--- config.mk ---
export PLATFORM = sky130hd
export DESIGN_NAME = tagged_length_frame_deframer_flat
export DESIGN_NICKNAME = d
export VERILOG_FILES = /design/src/rtl/core/tlfd_pkg.sv /design/src/rtl/core/tlfd_if.sv /design/src/rtl/core/tagged_length_frame_deframer.sv /design/src/flat_wrapper.sv
export SDC_FILE = /design/constraint.sdc
export NUM_CORES = 1
export LEC_CHECK = 0
export BUFFER_PORTS_ARGS = -buffer_cell sky130_fd_sc_hd__buf_4
export CAP_MARGIN = 5
export CORE_MARGIN = 3
export CORE_UTILIZATION = 50
export DETAILED_ROUTE_END_ITERATION = 8
export PLACE_DENSITY = 0.79
export REMOVE_ABC_BUFFERS = 1
export SYNTH_ARGS = -nofsm -noshare
export SYNTH_HDL_FRONTEND = slang
export SYNTH_SLANG_ARGS = --single-unit
--- constraint.sdc ---
create_clock -name clk -period 5.69 [get_ports clk]
set_input_delay 0.569 -clock clk [delete_from_list [all_inputs] [get_ports clk]]
set_output_delay 0.569 -clock clk [all_outputs]
set_load 0.01 [all_outputs]
--- src/rtl/core/tlfd_pkg.sv ---
// ----------------------------------------------------------------------------
// tlfd_pkg: shared types and constants of the tagged length frame deframer
// Header geometry, frame tag, result kind codes and field types.
// ----------------------------------------------------------------------------
package tlfd_pkg;

  // Header: 4 tag bytes, 4 length bytes, 1 check byte
  localparam int HEADER_BYTES = 9;
  localparam int WIN_DEPTH    = HEADER_BYTES - 1;
  localparam int FILL_W       = $clog2(WIN_DEPTH + 1);

  // Tag as a 32-bit word, first wire byte in the low bits
  localparam logic [31:0] FRAME_TAG = 32'h1adf_5fed;

  // Result kind codes
  localparam logic KIND_START = 1'b0;
  localparam logic KIND_DATA  = 1'b1;

  typedef logic [7:0]        byte_t;
  typedef logic [31:0]       len_t;
  typedef logic [FILL_W-1:0] fill_t;

endpackage

--- src/rtl/core/tlfd_if.sv ---
// ----------------------------------------------------------------------------
// tlfd_if: channel interfaces of the tagged length frame deframer
// Byte input channel and result channel, valid/ready with payload.
// ----------------------------------------------------------------------------
interface tlfd_in_if;
  logic            valid;
  logic            ready;
  tlfd_pkg::byte_t in_byte;

  modport source (output valid, output in_byte, input ready);
  modport sink   (input valid, input in_byte, output ready);
endinterface

interface tlfd_out_if;
  logic            valid;
  logic            ready;
  logic            kind;
  tlfd_pkg::byte_t data_byte;
  tlfd_pkg::len_t  payload_length;
  logic            last;

  modport source (output valid, output kind, output data_byte, output payload_length,
                  output last, input ready);
  modport sink   (input valid, input kind, input data_byte, input payload_length,
                  input last, output ready);
endinterface

--- src/rtl/core/tagged_length_frame_deframer.sv ---
// ----------------------------------------------------------------------------
// tagged_length_frame_deframer: byte stream frame sync and deframer
// Hunts for a tagged, length-prefixed, XOR-checked header and forwards payload.
// ----------------------------------------------------------------------------
// Usage:
//   in_ch carries one raw stream byte per request. While hunting, bytes are
//   dropped into an 8-byte window; a byte that completes a valid header
//   (tag ED 5F DF 1A, big-endian length, XOR check byte) yields one start
//   result on out_ch with the length. The next length bytes are forwarded as
//   data results, the final one with last set. A zero-length frame gives a
//   single start result with last set. The window is emptied on every header.
//   Each result is registered and valid the cycle after its byte is taken.
//   Throughput: one byte per cycle; the window compare, XOR and counter update
//   sit between the state registers and the single output register.
//   Stall: in_ch.ready drops only while the output register holds a result
//   that out_ch has not taken; hunted bytes that give no result still need it.
//   Reset (rst_n low, synchronous): hunting, empty window, no result pending.
// ----------------------------------------------------------------------------
module tagged_length_frame_deframer (
  input  logic      clk,
  input  logic      rst_n,
  tlfd_in_if.sink   in_ch,
  tlfd_out_if.source out_ch
);

  // State
  tlfd_pkg::byte_t win_r   [tlfd_pkg::WIN_DEPTH];
  tlfd_pkg::byte_t win_nxt [tlfd_pkg::WIN_DEPTH];
  tlfd_pkg::fill_t fill_r, fill_nxt;
  logic            in_payload_r, in_payload_nxt;
  tlfd_pkg::len_t  remaining_r, remaining_nxt;
  tlfd_pkg::len_t  frame_len_r, frame_len_nxt;

  // Output register
  logic            out_valid_r, out_valid_nxt;
  logic            out_kind_r, out_kind_nxt;
  tlfd_pkg::byte_t out_data_r, out_data_nxt;
  tlfd_pkg::len_t  out_len_r, out_len_nxt;
  logic            out_last_r, out_last_nxt;

  logic            in_acc;
  logic            res_vld;
  tlfd_pkg::byte_t win_xor;
  logic            hdr_hit;
  tlfd_pkg::len_t  win_len;

  // Accept whenever the output register is free or being drained
  assign in_ch.ready = !out_valid_r || out_ch.ready;
  assign in_acc      = in_ch.valid && in_ch.ready;

  // Header check against the window and the arriving byte
  always_comb begin
    win_xor = '0;
    for (int i = 0; i < tlfd_pkg::WIN_DEPTH; i++) begin
      win_xor = win_xor ^ win_r[i];
    end
  end

  assign hdr_hit = (fill_r == tlfd_pkg::fill_t'(tlfd_pkg::WIN_DEPTH))
                && ({win_r[3], win_r[2], win_r[1], win_r[0]} == tlfd_pkg::FRAME_TAG)
                && (win_xor == in_ch.in_byte);
  assign win_len = {win_r[4], win_r[5], win_r[6], win_r[7]};

  // Next state and result
  always_comb begin
    win_nxt        = win_r;
    fill_nxt       = fill_r;
    in_payload_nxt = in_payload_r;
    remaining_nxt  = remaining_r;
    frame_len_nxt  = frame_len_r;
    res_vld        = 1'b0;
    out_kind_nxt   = out_kind_r;
    out_data_nxt   = out_data_r;
    out_len_nxt    = out_len_r;
    out_last_nxt   = out_last_r;

    if (in_acc) begin
      if (in_payload_r) begin
        // Forward payload byte, count down
        res_vld      = 1'b1;
        out_kind_nxt = tlfd_pkg::KIND_DATA;
        out_data_nxt = in_ch.in_byte;
        out_len_nxt  = frame_len_r;
        out_last_nxt = (remaining_r <= 32'd1);
        if (remaining_r <= 32'd1) begin
          remaining_nxt  = '0;
          in_payload_nxt = 1'b0;
        end else begin
          remaining_nxt = remaining_r - 32'd1;
        end
      end else if (hdr_hit) begin
        // Start frame, empty the window
        res_vld        = 1'b1;
        out_kind_nxt   = tlfd_pkg::KIND_START;
        out_data_nxt   = '0;
        out_len_nxt    = win_len;
        out_last_nxt   = (win_len == '0);
        frame_len_nxt  = win_len;
        remaining_nxt  = win_len;
        in_payload_nxt = (win_len != '0);
        fill_nxt       = '0;
        for (int i = 0; i < tlfd_pkg::WIN_DEPTH; i++) begin
          win_nxt[i] = '0;
        end
      end else begin
        // Drop hunted byte into the window, oldest falls out
        for (int i = 0; i < tlfd_pkg::WIN_DEPTH - 1; i++) begin
          win_nxt[i] = win_r[i+1];
        end
        win_nxt[tlfd_pkg::WIN_DEPTH-1] = in_ch.in_byte;
        if (fill_r != tlfd_pkg::fill_t'(tlfd_pkg::WIN_DEPTH)) begin
          fill_nxt = fill_r + tlfd_pkg::fill_t'(1);
        end
      end
    end

    // Load on a new result, else drain when taken
    if (res_vld) begin
      out_valid_nxt = 1'b1;
    end else if (out_ch.ready) begin
      out_valid_nxt = 1'b0;
    end else begin
      out_valid_nxt = out_valid_r;
    end
  end

  // Control registers
  always_ff @(posedge clk) begin
    if (!rst_n) begin
      fill_r       <= '0;
      in_payload_r <= 1'b0;
      remaining_r  <= '0;
      frame_len_r  <= '0;
      out_valid_r  <= 1'b0;
    end else begin
      fill_r       <= fill_nxt;
      in_payload_r <= in_payload_nxt;
      remaining_r  <= remaining_nxt;
      frame_len_r  <= frame_len_nxt;
      out_valid_r  <= out_valid_nxt;
    end
  end

  // Window and result payload
  always_ff @(posedge clk) begin
    win_r      <= win_nxt;
    out_kind_r <= out_kind_nxt;
    out_data_r <= out_data_nxt;
    out_len_r  <= out_len_nxt;
    out_last_r <= out_last_nxt;
  end

  assign out_ch.valid          = out_valid_r;
  assign out_ch.kind           = out_kind_r;
  assign out_ch.data_byte      = out_data_r;
  assign out_ch.payload_length = out_len_r;
  assign out_ch.last           = out_last_r;

`ifndef ASSERT_OFF
  a_payload_count: assert property (@(posedge clk) disable iff (!rst_n)
    in_payload_r |-> (remaining_r != '0))
    else $error("payload state with nothing left to forward");

  a_window_empty: assert property (@(posedge clk) disable iff (!rst_n)
    in_payload_r |-> (fill_r == '0))
    else $error("window filled during payload");

  a_fill_bound: assert property (@(posedge clk) disable iff (!rst_n)
    fill_r <= tlfd_pkg::fill_t'(tlfd_pkg::WIN_DEPTH))
    else $error("window fill beyond depth");

  a_data_result: assert property (@(posedge clk) disable iff (!rst_n)
    (in_acc && in_payload_r) |=> (out_valid_r && (out_kind_r == tlfd_pkg::KIND_DATA)))
    else $error("payload byte gave no data result");

  a_frame_end: assert property (@(posedge clk) disable iff (!rst_n)
    (in_acc && in_payload_r && (remaining_r == 32'd1)) |=> (!in_payload_r && out_last_r))
    else $error("final payload byte did not end the frame");
`endif

endmodule

--- src/flat_wrapper.sv ---
// flat-port wrapper written by rule: the top's interface ports become plain ports
module tagged_length_frame_deframer_flat 
  (clk, rst_n, in_ch_valid, in_ch_in_byte, in_ch_ready, out_ch_valid, out_ch_kind, out_ch_data_byte, out_ch_payload_length, out_ch_last, out_ch_ready);
  tlfd_in_if in_ch_i ();
  tlfd_out_if out_ch_i ();
  input  logic clk;
  input  logic rst_n;
  input wire logic [$bits(in_ch_i.valid)-1:0] in_ch_valid;
  input wire logic [$bits(in_ch_i.in_byte)-1:0] in_ch_in_byte;
  output wire logic [$bits(in_ch_i.ready)-1:0] in_ch_ready;
  output wire logic [$bits(out_ch_i.valid)-1:0] out_ch_valid;
  output wire logic [$bits(out_ch_i.kind)-1:0] out_ch_kind;
  output wire logic [$bits(out_ch_i.data_byte)-1:0] out_ch_data_byte;
  output wire logic [$bits(out_ch_i.payload_length)-1:0] out_ch_payload_length;
  output wire logic [$bits(out_ch_i.last)-1:0] out_ch_last;
  input wire logic [$bits(out_ch_i.ready)-1:0] out_ch_ready;
  assign in_ch_i.valid = in_ch_valid;
  assign in_ch_i.in_byte = in_ch_in_byte;
  assign in_ch_ready = in_ch_i.ready;
  assign out_ch_valid = out_ch_i.valid;
  assign out_ch_kind = out_ch_i.kind;
  assign out_ch_data_byte = out_ch_i.data_byte;
  assign out_ch_payload_length = out_ch_i.payload_length;
  assign out_ch_last = out_ch_i.last;
  assign out_ch_i.ready = out_ch_ready;
  tagged_length_frame_deframer u_core (.clk(clk), .rst_n(rst_n), .in_ch(in_ch_i), .out_ch(out_ch_i));
endmodule
; ---- Word level (Yosys, flattened, before mapping)
; Index checks and enable logic that the tools add are counted.
[totals]
register_bits = 176
input_bits = 12
output_inout_bits = 44
[classes]
add_sub_neg = 2
order_cmp = 1
n_eq_ne = 4
muxes = 19
n_bitwise = 8
n_reduce_logical = 14
[ops]
columns = op, n
row1 = 32-bit two-way mux, 4
row2 = 8-bit bitwise XOR, 7
row3 = "32-bit by 29-bit equality test with 1-bit output, second input constant", 1
row4 = "32-bit by 1-bit less-or-equal comparator with 1-bit output, second input constant", 1
row5 = 32-bit logical NOT, 1
row6 = 32-bit nonzero test, 1
row7 = "32-bit by 1-bit subtractor with 32-bit output, second input constant", 1
row8 = 8-bit two-way mux, 2
row9 = 1-bit two-way mux, 11
row10 = 8-bit equality test, 1
row11 = 4-bit two-way mux, 2
row12 = 3-bit AND reduction, 2
row13 = 2-bit nonzero test, 3
row14 = "4-bit by 1-bit adder with 4-bit output, second input constant", 1
row15 = "4-bit equality test, second input constant", 1
row16 = "4-bit != test, second input constant", 1
row17 = 2-bit AND reduction, 2
row18 = 1-bit logical AND, 3
row19 = 1-bit logical NOT, 1
row20 = 1-bit logical OR, 1
row21 = 1-bit inverter, 1

; ---- Longest topological paths before layout
[logic_depth]
word_depth = 13
mapped_depth = 10
depth_no_buf = 10

; ---- Worst setup path after synthesis
; OpenSTA, ideal clock, no wires.
[synth_path]
path_type = input-to-reg
start = in out_ch_ready
end = reg u_core.frame_len_r[4]
setup_time_ns = 0.128
arrival_ns = 4.960
slack_ns = 0.602
path_stages = 7
cell_sequence = nand2b_1 nand2_1 nor2_1 nand4_1 buf_2 mux2i_1 nor2_1
[synth_between]
elab_chain_cells = 3
[synth_lines]
columns = item, line
row1 = start: declaration, flat_wrapper.sv:16  ; input wire logic [$bits(out_ch_i.ready)-1:0] out_ch_ready;
row2 = 1-bit logical OR, tagged_length_frame_deframer.sv:48  ; assign in_ch.ready = !out_valid_r || out_ch.ready;
row3 = 1-bit logical AND, tagged_length_frame_deframer.sv:49  ; assign in_acc = in_ch.valid && in_ch.ready;
row4 = 3-bit AND reduction (no line), --
row5 = end signal: assignment, tagged_length_frame_deframer.sv:139  ; frame_len_r <= frame_len_nxt;
row6 = end: declaration, tagged_length_frame_deframer.sv:32  ; tlfd_pkg::len_t frame_len_r, frame_len_nxt;
; Every way passes these cells.
; A chain may end at the register's enable or synchronous reset.

; ---- Worst setup path after layout
[layout_path]
start = reg u_core.win_r[38] in the netlist's numbering
end = reg u_core.out_data_r[3], in the netlist u_core.out_ch.data_byte[3] (enable)
[layout_between]
elab_chain_cells = 9
[layout_lines]
columns = item, line
row1 = start: declaration, tagged_length_frame_deframer.sv:27  ; tlfd_pkg::byte_t win_r [tlfd_pkg::WIN_DEPTH];
row2 = start signal: assignment, tagged_length_frame_deframer.sv:146  ; win_r <= win_nxt;
row3 = 8-bit bitwise XOR (5 in series), tagged_length_frame_deframer.sv:55  ; win_xor = win_xor ^ win_r[i];
row4 = 8-bit equality test, tagged_length_frame_deframer.sv:61  ; && (win_xor == in_ch.in_byte);
row5 = 1-bit logical AND *, tagged_length_frame_deframer.sv:61
row6 = 2-bit nonzero test (no line) *, --
row7 = 2-bit AND reduction (no line) *, --
row8 = end signal: assignment, tagged_length_frame_deframer.sv:148  ; out_data_r <= out_data_nxt;
row9 = end: declaration, tagged_length_frame_deframer.sv:37  ; tlfd_pkg::byte_t out_data_r, out_data_nxt;
; Mark *: on every way between the ends. The rest lies on a longest branch, timed or not.

==> qor.txt <==
Critical Path AT: 3.89 ns
Die H: 135 um
Req. time, crit path: 5.74 ns
initial core utilization: 51.7%
post-synthesis sequential area ratio: 55.2%
worst IR drop on VDD: 0.000212 V
fin. max-slew vios: 0
initial antenna violation count: 0
r2r worst-path depth: 7
Worst Hold Class: in2reg
Min Clock Period, post-route: 3.84 ns
largest net degree at the start of global routing: 62
Synth warnings: 0
clk sinks: 176
CP max stage delay: 0.86 ns
Vias: 6,122
Final Hold Viols: 0
# hold bufs at CTS: 0
Async S/R FF share, synth: 0%
# diodes: 0
status: completed
max-cap violations: 0
Worst setup EP type: flop
met2 wire len: 9150 um
CTS tree: built
Worst slew margin: 24.9%
CP Max Fanout: 49
DP HPWL: 12,500 um
Mapped Cells: 793
Tot GR Track Use: 22.0%
fin cells: 1,055
area grow syn2layout: 13.5%
Synth cell types: 54
Routed Antenna Nets: 0
Peak Freq: 0.260 GHz
Placed Cells: 1,023
wire per inst: 18.4 um
highest routed layer: met4
kind of start point of the critical path: flop
H-tree depth reported by CTS: 4
Hold Path Depth: 2
DRT Pass-1 Iters: 5
Setup CP Type: reg2reg
Pwr per Cell Area: 289 nW/um^2
Placed Area: 8870 sq um
EDFF count, synth: 106
period utilization: 67.5%
I/O pin count: 56
Synth Flop Type: edfxtp_1
vias in the first global route: 5,843
DRC errors left: 0
Cell Chain, Critical Path: nand4bb_1 > nor4_1 > nand4_1 > a2111o_1 > o21ai_4 > nand2_4 > inv_2
critical path's slowest cell: inv_2
Setup Skew: 0.00796 ns
Die ar.: 18,200 sq um
most frequent cells in the layout: nand2_1, edfxtp_1, dfxtp_1, buf_4, nor2_1
final core utilization: 58.6%
total CTS buffers: 17
clk_lat worst skew: 0.43 ns
GR Overflow Total: 0
vias per cell: 5.80
Worst-path clk slew: 0.07 ns
cts repair resizes: 0
syn avg cell area: 10.5 sq um
Die W: 135 um
postcts setup bufs: 0
finished layout cell area: 9420 sq um
Setup Viol. Count Final: 0
Slew @ Worst Pin: 1.13 ns
ratio of cells with drive above 1 in the final layout: 13.1%
met3 routed WL: 1260 um
initial detailed-routing violation count: 621
number of core rows: 46
#FFs+latches synth: 176
wl on met1: 8550 um
P_leak: 0.00372 uW
core area: 16,100 sq um
RSZ-0062 raised after global routing: false
root buf cell: clkbuf_16
WL final: 19,500 um
first-pass GRT wire length: 31,000 um
CTS Buffer Depth: 2
Routability Congestion: 0.892
Cell Area, Synth: 8300 sq um
Buffers on Ports: 55
Final Net Count: 842
leading cell type in the layout, fill and taps excluded: nand2_1
==> synthesized netlist by cell type, types with 2 or more instances <==
master	n	area share, %
nand2_1	122	5.5
edfxtp_1	106	38
dfxtp_1	70	17
nor2_1	61	2.8
nor2b_1	48	3.6
clkbuf_1	40	1.8
o21ai_0	39	2.4
xnor2_1	39	4.1
mux2i_1	32	3.9
nor3_1	26	1.6
a21oi_1	24	1.4
nor4_1	21	1.6
nand3_1	17	1.0
xor2_1	16	1.7
inv_1	13	0.59
and2_1	9	0.68
nand4_1	9	0.68
o22ai_1	9	0.68
xnor3_1	9	2.4
buf_2	8	0.48
o31ai_1	8	0.72
o221a_2	6	0.81
nand2b_1	5	0.38
o221ai_1	5	0.53
a211oi_1	4	0.36
ha_1	4	0.60
nand4bb_1	4	0.54
a221oi_1	3	0.32
a31oi_1	3	0.23
nand3b_1	3	0.27
nand4b_1	3	0.32
or3_1	3	0.23
buf_6	2	0.27
inv_2	2	0.090
==> state kept, by name, summed over array words and instances, names as in the netlist <==
register	count
u_core.fill_r	4
u_core.remaining_r	32
u_core.win_len	32
u_core.in_payload_r	1
u_core.out_ch.last	1
u_core.win_r	32
u_core.frame_len_r	32
u_core.out_ch.valid	1
u_core.out_ch.data_byte	8
u_core.out_ch.kind	1
u_core.out_ch.payload_length	32
==> worst paths after layout <==
path / startpoint / end / slack (ns)
setup / recovery: u_core.win_r[38] / u_core.out_ch.data_byte[3] / 1.85
hold / removal: in_ch_in_byte[1] / u_core.out_ch.data_byte[1] / 0.44
setup reg to reg: u_core.win_r[38] / u_core.out_ch.data_byte[3] / 1.85
hold reg to reg: u_core.fill_r[3] / u_core.fill_r[3] / 0.46
==> per-layer routing <==
layer / vias up / GRT usage (%)
met3: 39 / 4.10
met1: 2960 / 30.5
met5: - / 0
li1: 2874 / -
met2: 249 / 34.5
met4: 0 / 8.88
==> worst max-delay path: cells and delay by family, from the launching register on <==
family | cells | cell delay [ns]
buffers and inverters | 1 | 0.86
AO/OA/AOI/OAI | 2 | 1.00
flip-flops | 1 | 0.43
AND/OR/NAND/NOR | 4 | 1.13
==> kinds of logic after synthesis <==
group           Yosys count  synth area share (%)
mux                      33                  4.00
compound gates          113                  8.79
buf+inv                  66                  3.29
simple gates            337                  19.8
xor+xnor                 64                  8.25
fa+ha+maj                 4                 0.603
flops                   176                  55.2
==> metrics by stage <==
step	hold WS [ns]	TNS, ns	total power (uW)	worst slack, ns
floorplan	0.431	-33.71	1580	-1.05
global placement	0.456	0	1640	1.85
detailed placement	0.455	0	1650	1.74
CTS	0.436	0	2740	1.86
global route	0.448	0	2810	1.57
finish	0.445	0	2730	1.85
==> power breakdown <==
part | switching (uW) | total [uW] | internal (uW)
Sequential | 35.8 | 1420 | 1380
Clock | 496 | 1100 | 605
Combinational | 113 | 208 | 95.9
Total | 644 | 2730 | 2080
==> final cells by class <==
| cell class | instances | area, sq um |
|---|---|---|
| clock buffer | 20 | 437 |
| timing repair buffer | 64 | 480 |
| sequential | 176 | 4590 |
| inverter | 16 | 60.1 |
| multi-input combinational | 551 | 3470 |
| fill | 1304 | 6640 |
| clock inverter | 12 | 113 |
| tap | 216 | 270 |
Note: power is estimated with default switching activity, not from simulation.
